<file path="src/hw/rtl/aki_pkg.sv">
`default_nettype none
// ----------------------------------------------------------------------------
// aki_pkg
// Shared types, constants and AES helper functions for the keyed index block.
// ----------------------------------------------------------------------------
package aki_pkg;

  // Round key storage: one 128-bit key per cipher round, up to AES-256.
  localparam int NUM_RK     = 15;
  localparam int CFG_ADDR_W = 3;
  localparam int MOD_STAGES = 64;

  // Configuration register indexes.
  localparam logic [CFG_ADDR_W-1:0] REG_KEY_A    = 3'd0;
  localparam logic [CFG_ADDR_W-1:0] REG_KEY_B    = 3'd1;
  localparam logic [CFG_ADDR_W-1:0] REG_KEY_C    = 3'd2;
  localparam logic [CFG_ADDR_W-1:0] REG_KEY_D    = 3'd3;
  localparam logic [CFG_ADDR_W-1:0] REG_KEY_MODE = 3'd4;

  // Key size codes.
  localparam logic [1:0] KEY_MODE_128 = 2'd0;
  localparam logic [1:0] KEY_MODE_192 = 2'd1;

  typedef logic [NUM_RK-1:0][127:0] rk_array_t;

  typedef enum logic [1:0] {
    KX_IDLE,
    KX_LOAD,
    KX_RUN
  } kx_state_t;

  // Status of the key expander as seen by the datapath.
  typedef struct packed {
    logic       busy;
    logic [3:0] num_rounds;
  } kx_status_t;

  // Per-item information that travels beside the cipher state.
  typedef struct packed {
    logic        use_limit;
    logic [30:0] limit;
  } side_t;

  // One stage of the restoring remainder pipeline.
  typedef struct packed {
    logic [63:0] val;
    logic [30:0] rem;
    logic [30:0] lim;
    logic        red;
  } mod_t;

  localparam logic [7:0] SBOX [256] = '{
    8'h63,8'h7c,8'h77,8'h7b,8'hf2,8'h6b,8'h6f,8'hc5,8'h30,8'h01,8'h67,8'h2b,8'hfe,8'hd7,8'hab,8'h76,
    8'hca,8'h82,8'hc9,8'h7d,8'hfa,8'h59,8'h47,8'hf0,8'had,8'hd4,8'ha2,8'haf,8'h9c,8'ha4,8'h72,8'hc0,
    8'hb7,8'hfd,8'h93,8'h26,8'h36,8'h3f,8'hf7,8'hcc,8'h34,8'ha5,8'he5,8'hf1,8'h71,8'hd8,8'h31,8'h15,
    8'h04,8'hc7,8'h23,8'hc3,8'h18,8'h96,8'h05,8'h9a,8'h07,8'h12,8'h80,8'he2,8'heb,8'h27,8'hb2,8'h75,
    8'h09,8'h83,8'h2c,8'h1a,8'h1b,8'h6e,8'h5a,8'ha0,8'h52,8'h3b,8'hd6,8'hb3,8'h29,8'he3,8'h2f,8'h84,
    8'h53,8'hd1,8'h00,8'hed,8'h20,8'hfc,8'hb1,8'h5b,8'h6a,8'hcb,8'hbe,8'h39,8'h4a,8'h4c,8'h58,8'hcf,
    8'hd0,8'hef,8'haa,8'hfb,8'h43,8'h4d,8'h33,8'h85,8'h45,8'hf9,8'h02,8'h7f,8'h50,8'h3c,8'h9f,8'ha8,
    8'h51,8'ha3,8'h40,8'h8f,8'h92,8'h9d,8'h38,8'hf5,8'hbc,8'hb6,8'hda,8'h21,8'h10,8'hff,8'hf3,8'hd2,
    8'hcd,8'h0c,8'h13,8'hec,8'h5f,8'h97,8'h44,8'h17,8'hc4,8'ha7,8'h7e,8'h3d,8'h64,8'h5d,8'h19,8'h73,
    8'h60,8'h81,8'h4f,8'hdc,8'h22,8'h2a,8'h90,8'h88,8'h46,8'hee,8'hb8,8'h14,8'hde,8'h5e,8'h0b,8'hdb,
    8'he0,8'h32,8'h3a,8'h0a,8'h49,8'h06,8'h24,8'h5c,8'hc2,8'hd3,8'hac,8'h62,8'h91,8'h95,8'he4,8'h79,
    8'he7,8'hc8,8'h37,8'h6d,8'h8d,8'hd5,8'h4e,8'ha9,8'h6c,8'h56,8'hf4,8'hea,8'h65,8'h7a,8'hae,8'h08,
    8'hba,8'h78,8'h25,8'h2e,8'h1c,8'ha6,8'hb4,8'hc6,8'he8,8'hdd,8'h74,8'h1f,8'h4b,8'hbd,8'h8b,8'h8a,
    8'h70,8'h3e,8'hb5,8'h66,8'h48,8'h03,8'hf6,8'h0e,8'h61,8'h35,8'h57,8'hb9,8'h86,8'hc1,8'h1d,8'h9e,
    8'he1,8'hf8,8'h98,8'h11,8'h69,8'hd9,8'h8e,8'h94,8'h9b,8'h1e,8'h87,8'he9,8'hce,8'h55,8'h28,8'hdf,
    8'h8c,8'ha1,8'h89,8'h0d,8'hbf,8'he6,8'h42,8'h68,8'h41,8'h99,8'h2d,8'h0f,8'hb0,8'h54,8'hbb,8'h16
  };

  // Multiply by x in GF(2^8).
  function automatic logic [7:0] xtime(input logic [7:0] v);
    return {v[6:0], 1'b0} ^ (v[7] ? 8'h1b : 8'h00);
  endfunction

  // Substitute each byte of a 32-bit word.
  function automatic logic [31:0] sub_word(input logic [31:0] w);
    return {SBOX[w[31:24]], SBOX[w[23:16]], SBOX[w[15:8]], SBOX[w[7:0]]};
  endfunction

  // One cipher round. Byte i of the state sits in bits 127-8i down.
  // An inactive round passes the state through unchanged.
  function automatic logic [127:0] aes_round(input logic [127:0] s,
                                             input logic [127:0] rk,
                                             input logic do_mix,
                                             input logic active);
    logic [7:0]   t [16];
    logic [7:0]   a0, a1, a2, a3, all;
    logic [127:0] r;
    int           row, col, src;
    for (int i = 0; i < 16; i++) begin
      row  = i & 3;
      col  = i >> 2;
      src  = row + 4 * ((col + row) & 3);
      t[i] = SBOX[s[127 - 8 * src -: 8]];
    end
    if (do_mix) begin
      for (int c = 0; c < 4; c++) begin
        a0 = t[4 * c];
        a1 = t[4 * c + 1];
        a2 = t[4 * c + 2];
        a3 = t[4 * c + 3];
        all = a0 ^ a1 ^ a2 ^ a3;
        t[4 * c]     = a0 ^ all ^ xtime(a0 ^ a1);
        t[4 * c + 1] = a1 ^ all ^ xtime(a1 ^ a2);
        t[4 * c + 2] = a2 ^ all ^ xtime(a2 ^ a3);
        t[4 * c + 3] = a3 ^ all ^ xtime(a3 ^ a0);
      end
    end
    for (int i = 0; i < 16; i++) begin
      r[127 - 8 * i -: 8] = t[i] ^ rk[127 - 8 * i -: 8];
    end
    return active ? r : s;
  endfunction

endpackage
`default_nettype wire

</file>
<file path="src/hw/rtl/aki_key_expand.sv">
`default_nettype none
// ----------------------------------------------------------------------------
// aki_key_expand
// Holds the cipher key registers and expands them into the round keys, one
// 32-bit key word per cycle, after reset and after every register write.
// ----------------------------------------------------------------------------
module aki_key_expand (
  input  wire logic                           clk,
  input  wire logic                           rst_n,
  input  wire logic                           cfg_we,
  input  wire logic [aki_pkg::CFG_ADDR_W-1:0] cfg_addr,
  input  wire logic [63:0]                    cfg_wdata,
  output aki_pkg::rk_array_t                  round_keys,
  output aki_pkg::kx_status_t                 status
);
  import aki_pkg::*;

  logic [63:0]       key_a_r, key_b_r, key_c_r, key_d_r;
  logic [1:0]        mode_r;
  kx_state_t         state_r, state_nxt;
  logic [0:7][31:0]  win_r;
  logic [5:0]        i_r;
  logic [2:0]        j_r;
  logic [7:0]        rcon_r;
  rk_array_t         rk_r;

  logic              cfg_hit;
  logic [255:0]      key_all;
  logic [0:7][31:0]  win_load;
  logic [31:0]       old_word, t_word, new_word;
  logic [3:0]        nr;
  logic [2:0]        nk_last;
  logic [5:0]        last_idx;
  logic              last_word;
  logic              is_256;

  assign cfg_hit = cfg_we && (cfg_addr <= REG_KEY_MODE);
  assign key_all = {key_a_r, key_b_r, key_c_r, key_d_r};

  // Key size dependent values; the unused codes 2'd2 and 2'd3 are both taken as a 256-bit key.
  always_comb begin
    case (mode_r)
      KEY_MODE_128: begin
        nr       = 4'd10;
        nk_last  = 3'd3;
        last_idx = 6'd43;
        is_256   = 1'b0;
        win_load = {128'd0, key_all[255:128]};
        old_word = win_r[4];
      end
      KEY_MODE_192: begin
        nr       = 4'd12;
        nk_last  = 3'd5;
        last_idx = 6'd51;
        is_256   = 1'b0;
        win_load = {64'd0, key_all[255:64]};
        old_word = win_r[2];
      end
      default: begin
        nr       = 4'd14;
        nk_last  = 3'd7;
        last_idx = 6'd59;
        is_256   = 1'b1;
        win_load = key_all;
        old_word = win_r[0];
      end
    endcase
  end

  // Next key word from the previous one and the one a key length back.
  always_comb begin
    if (j_r == 3'd0) begin
      t_word = sub_word({win_r[7][23:0], win_r[7][31:24]}) ^ {rcon_r, 24'd0};
    end else if (is_256 && (j_r == 3'd4)) begin
      t_word = sub_word(win_r[7]);
    end else begin
      t_word = win_r[7];
    end
    new_word = old_word ^ t_word;
  end

  assign last_word = (i_r == last_idx);

  // Configuration registers.
  always_ff @(posedge clk) begin
    if (!rst_n) begin
      key_a_r <= '0;
      key_b_r <= '0;
      key_c_r <= '0;
      key_d_r <= '0;
      mode_r  <= KEY_MODE_128;
    end else if (cfg_we) begin
      case (cfg_addr)
        REG_KEY_A:    key_a_r <= cfg_wdata;
        REG_KEY_B:    key_b_r <= cfg_wdata;
        REG_KEY_C:    key_c_r <= cfg_wdata;
        REG_KEY_D:    key_d_r <= cfg_wdata;
        REG_KEY_MODE: mode_r  <= cfg_wdata[1:0];
        default: ;
      endcase
    end
  end

  // Sequencer next state: any register write restarts the expansion.
  always_comb begin
    state_nxt = state_r;
    if (cfg_hit) begin
      state_nxt = KX_LOAD;
    end else begin
      case (state_r)
        KX_LOAD: state_nxt = KX_RUN;
        KX_RUN:  if (last_word) state_nxt = KX_IDLE;
        KX_IDLE: state_nxt = KX_IDLE;
        default: state_nxt = KX_IDLE;
      endcase
    end
  end

  always_ff @(posedge clk) begin
    if (!rst_n) begin
      state_r <= KX_LOAD;
    end else begin
      state_r <= state_nxt;
    end
  end

  // Expansion datapath: load the key words, then one new word per cycle.
  always_ff @(posedge clk) begin
    if (state_r == KX_LOAD) begin
      win_r    <= win_load;
      rk_r[0]  <= key_all[255:128];
      rk_r[1]  <= key_all[127:0];
      i_r      <= {3'd0, nk_last} + 6'd1;
      j_r      <= 3'd0;
      rcon_r   <= 8'h01;
    end else if (state_r == KX_RUN) begin
      win_r <= {win_r[1:7], new_word};
      rk_r[i_r[5:2]][{~i_r[1:0], 5'd0} +: 32] <= new_word;
      i_r   <= i_r + 6'd1;
      j_r   <= (j_r == nk_last) ? 3'd0 : j_r + 3'd1;
      if (j_r == 3'd0) begin
        rcon_r <= xtime(rcon_r);
      end
    end
  end

  // Outputs.
  always_comb begin
    status.busy       = (state_r != KX_IDLE);
    status.num_rounds = nr;
    round_keys        = rk_r;
  end

endmodule
`default_nettype wire

</file>
<file path="config.mk">
export PLATFORM = sky130hd
export DESIGN_NAME = aki_key_expand
export DESIGN_NICKNAME = d
export VERILOG_FILES = /design/src/hw/rtl/aki_pkg.sv /design/src/hw/rtl/aki_key_expand.sv
export SDC_FILE = /design/constraint.sdc
export NUM_CORES = 2
export LEC_CHECK = 0
export BUFFER_PORTS_ARGS = -buffer_cell sky130_fd_sc_hd__buf_4
export CAP_MARGIN = 20
export CORE_AREA = 2 2 770 772
export CTS_BUF_LIST = sky130_fd_sc_hd__clkbuf_2 sky130_fd_sc_hd__clkbuf_4 sky130_fd_sc_hd__clkbuf_8
export CTS_CLUSTER_DIAMETER = 40
export DETAILED_ROUTE_END_ITERATION = 12
export DIE_AREA = 0 0 772 774
export GPL_TIMING_DRIVEN = 0
export PLACE_DENSITY = 0.37
export SLEW_MARGIN = 20
export SYNTH_ARGS = -nofsm -noshare
export SYNTH_HDL_FRONTEND = slang
export SYNTH_SLANG_ARGS = --single-unit
</file>
<file path="constraint.sdc">
create_clock -name clk -period 18 [get_ports clk]
set_input_delay 1.8 -clock clk [delete_from_list [all_inputs] [get_ports clk]]
set_output_delay 1.8 -clock clk [all_outputs]
set_load 0.01 [all_outputs]
</file>
==> summary.md <==
| Metric | Value |
|---|---|
| Status | complete, no violations |
| Synth Flop Type | edfxtp_1 |
| First-pass GRT wire length | around 960,000 um |
| Worst r2r path cells | 16 |
| Grt ovf | 0 |
| CTS Buf Count | 528 |
| Critical path startpoint category | flop |
| Avg Cell Area, Syn | between 10 and 15 um^2 |
| Hold depth | 2 |
| Mapped Cells | approximately 8,000 |
| Unique masters post-synth | 105 |
| Post-cts gate resize count | 0 |
| # port buffers | between 1,500 and 2,000 |
| I/O pin cnt | about 2,000 |
| Share of layout cells above drive strength 1 | 0.3319 |
| Worst-Skew Late Latency | about 1.3 ns |
| Worst Skew | 0.1597 ns |
| Post-Route Utilization | 0.2467 |
| Fin. Hold Viols | 0 |
| Fin Setup TNS | 0 ns |
| Initial DRT Pass Iterations | 6 |
| Routed wire length | approximately 770,000 um |
| Clock Root Buffer | clkbuf_8 |
| TritonCTS clock tree | yes |
| Worst-path clk slew | roughly 0.060 ns |
| Crit Path Class | reg2reg |
| Rel. slew slack | 0.1101 |
| Post-synth EDFFs | between 2,000 and 2,500 |
| Setup bufs post-CTS | 0 |
| Slowest stage delay, CP | around 0.86 ns |
| Die footprint | around 600,000 um^2 |
| WP data required | ~19 ns |
| H-Tree Level Count | 6 |
| Worst slew pin tran | between 1 and 1.5 ns |
| Worst endpoint data arrival time | 9.87 ns |
| Placed wire-length estimate | 611,200 um |
| Fin crit period | between 9 and 10 ns |
| Post-route DRC | 0 |
| Critical-path top delay cell | clkbuf_1 |
| Mapped Nets | a little over 8,000 |
| HP Class | reg2reg |
| Pwr/cell area | between 150 and 200 nW/um^2 |
| Vias in the first global route | just over 80,000 |
| CP Max Fanout | 10 |
| Fill count | 62,630 |
| Crit-path most repeated cell | clkbuf_1 |
| GP Congestion | between 0.9 and 1 |
| Synthesized area | just over 100,000 um^2 |
| Setup Viol. Count Final | 0 |
| Routed Antenna Nets | 0 |
| Maximum clock path buffer count | 4 |
| Vias/cell | approximately 4.6 |
| CP cell instances | clkbuf_1 -> clkbuf_1 -> nor2b_1 -> clkbuf_1 -> clkbuf_1 -> inv_1 -> ha_1 -> nand3_2 -> nand2_1 -> clkbuf_2 -> clkbuf_1 -> nor2_1 -> nor3_2 -> xnor2_1 -> buf_2 -> o21ai_0 |
| VDD IR-drop max | approximately 0.26 mV |
| Die Span X | 772 um |
| Max Cap Viol | 0 |
| GR Util All Layers | 0.2472 |
| FF+latch count, synth | between 2,000 and 2,500 |
| Ys async rst share | 0 |
| Core ar. | 588,500 um^2 |
| Period utilization | 0.5026 |
| Lkg Pwr | 50.62 nW |
| Hold_buf cts | 0 |
| Final nets | 10,900 |
| Crit path capture type | flop |
| Die Y | just under 800 um |
| Initial antenna violation count | approximately 150 |
| Register area share after synthesis | 0.7010 |
| Total number of clock tree sinks | ~2,500 |
| Routed WL per cell | around 40 um |
| Area Overhead vs Synth | 43.44% |
| Initial DRC Count | approximately 12,000 |
| Max Slew Vio Count | 0 |
| Syn. warnings | 0 |
| Initial Util | 0.1720 |
| Fmax | between 100 and 150 MHz |
| # rows | 282 |
| Largest net degree at the start of global routing | 50 |
| RSZ-0062 raised after global routing | false |
| Via Count | 87,560 |
## kinds of logic after synthesis
kind of cell / after synthesis / share of synthesized area
mux: 229 / 0.02657
fa+ha+maj: 69 / 0.008530
simple gates: 2524 / 0.1081
other cells: 2 / 0.00007420
flops: 2453 / 0.7010
compound gates: 1899 / 0.1198
buf+inv: 724 / 0.03116
xor+xnor: 55 / 0.004834
## cell usage in the layout, fill, tap and decap left out, drive strengths merged, types with 30 or more instances in the layout
cell type | netlist | layout
o21ai | 601 | 601
mux2i | 185 | 185
inv | 113 | 146
a311oi | 45 | 45
diode | 0 | 69
o211ai | 70 | 70
dfxtp | 271 | 271
ha | 69 | 69
nor2 | 633 | 633
nand3 | 107 | 107
clkbuf | 369 | 1078
xnor2 | 37 | 37
and2 | 44 | 44
bufinv | 0 | 39
mux4 | 30 | 30
buf | 237 | 2507
nor2b | 102 | 102
and3 | 37 | 37
a221oi | 30 | 30
a21boi | 266 | 266
a21oi | 450 | 450
edfxtp | 2182 | 2182
o22ai | 33 | 33
clkinv | 5 | 146
nor3 | 94 | 94
o311ai | 45 | 45
a211oi | 47 | 47
or2 | 31 | 31
nand2 | 1260 | 1260
a31oi | 55 | 55
nand2b | 94 | 94
## power breakdown
part	switching (W)	internal, W	leakage, nW
Clock	0.00288	0.00378	5.86
Combinational	0.00871	0.00262	22.3
Sequential	0.000238	0.00698	22.5
## stage by stage
stage / total power [W] / setup WS [ns] / cells / hold WS, ns / instance area [um^2]
floorplan: 0.01098 / 9.853 / 7955 / 0.4569 / 101200
global placement: 0.01752 / 2.634 / 17760 / 0.4724 / 125900
detailed placement: 0.01847 / 9.573 / 18040 / 0.4771 / 133700
CTS: 0.02522 / 9.504 / 18980 / 0.4327 / 145000
global route: 0.02566 / 9.315 / 19000 / 0.5032 / 145100
finish: 0.02520 / 8.954 / 19050 / 0.4651 / 145200
## registers in the layout (all words and copies together) (netlist names)
signal	cells
win_r	256
i_r	6
mode_r	2
rcon_r	8
state_r	2
key_b_r	64
key_a_r	64
j_r	3
round_keys	1920
key_d_r	64
key_c_r	64
## synthesized netlist by cell type (55+ instances only)
library cell | n | share of area
a21boi_0 | 265 | 0.020
edfxtp_1 | 2182 | 0.65
o21ai_0 | 512 | 0.025
dfxtp_1 | 271 | 0.054
buf_1 | 57 | 0.0021
clkbuf_1 | 369 | 0.014
a21oi_1 | 449 | 0.022
inv_1 | 111 | 0.0041
nor3_1 | 93 | 0.0046
nand3_1 | 107 | 0.0053
mux2i_1 | 184 | 0.018
a31oi_1 | 55 | 0.0034
buf_2 | 127 | 0.0063
ha_1 | 69 | 0.0085
o211ai_1 | 68 | 0.0050
nand2b_1 | 94 | 0.0058
nor2_1 | 629 | 0.023
nand2_1 | 1258 | 0.047
nor2b_1 | 100 | 0.0062
o21ai_1 | 85 | 0.0042
## worst max-delay path, delay by kind of cell (launching register included)
kind	cells	cell delay, ns
AOI/OAI and AO/OA	1	0.58
xor gates and xnor gates	1	0.67
adders and majority gates	1	0.38
buffers and inverters	8	4.92
DFF	1	0.30
and+or+nand+nor	5	1.67
## worst paths after layout
| check | end | startpoint | slack, ns |
|---|---|---|---|
| max | round_keys[165]$_DFFE_PP_ | mode_r[0]$_SDFFE_PN0P_ | 8.95 |
| min reg2reg | win_r[77]$_DFFE_PP_ | win_r[45]$_DFFE_PP_ | 0.47 |
| min | win_r[77]$_DFFE_PP_ | win_r[45]$_DFFE_PP_ | 0.47 |
| max reg2reg | round_keys[165]$_DFFE_PP_ | mode_r[0]$_SDFFE_PN0P_ | 8.95 |
## per-layer routing
layer / vias to the layer above / global-route usage / wire [um]
met5: - / 0 / 198
met4: 28 / 0.1236 / 45480
met3: 1139 / 0.05961 / 65860
met2: 5549 / 0.4035 / 361500
met1: 45710 / 0.3038 / 301300
li1: 35140 / - / -
## cell type report
type                       count  area (um^2)  share of cell area
sequential                  2453        70950              0.4887
multi-input combinational   4778        28540              0.1966
timing repair buffer        2272        21220              0.1462
tap                         7810         9772             0.06731
clock buffer                 707         8792             0.06056
buffer                       606         2786             0.01919
clock inverter               235         2500             0.01722
inverter                     118        442.9            0.003051
antenna                       69        172.7            0.001189
Note: power is estimated with default switching activity, not from simulation.
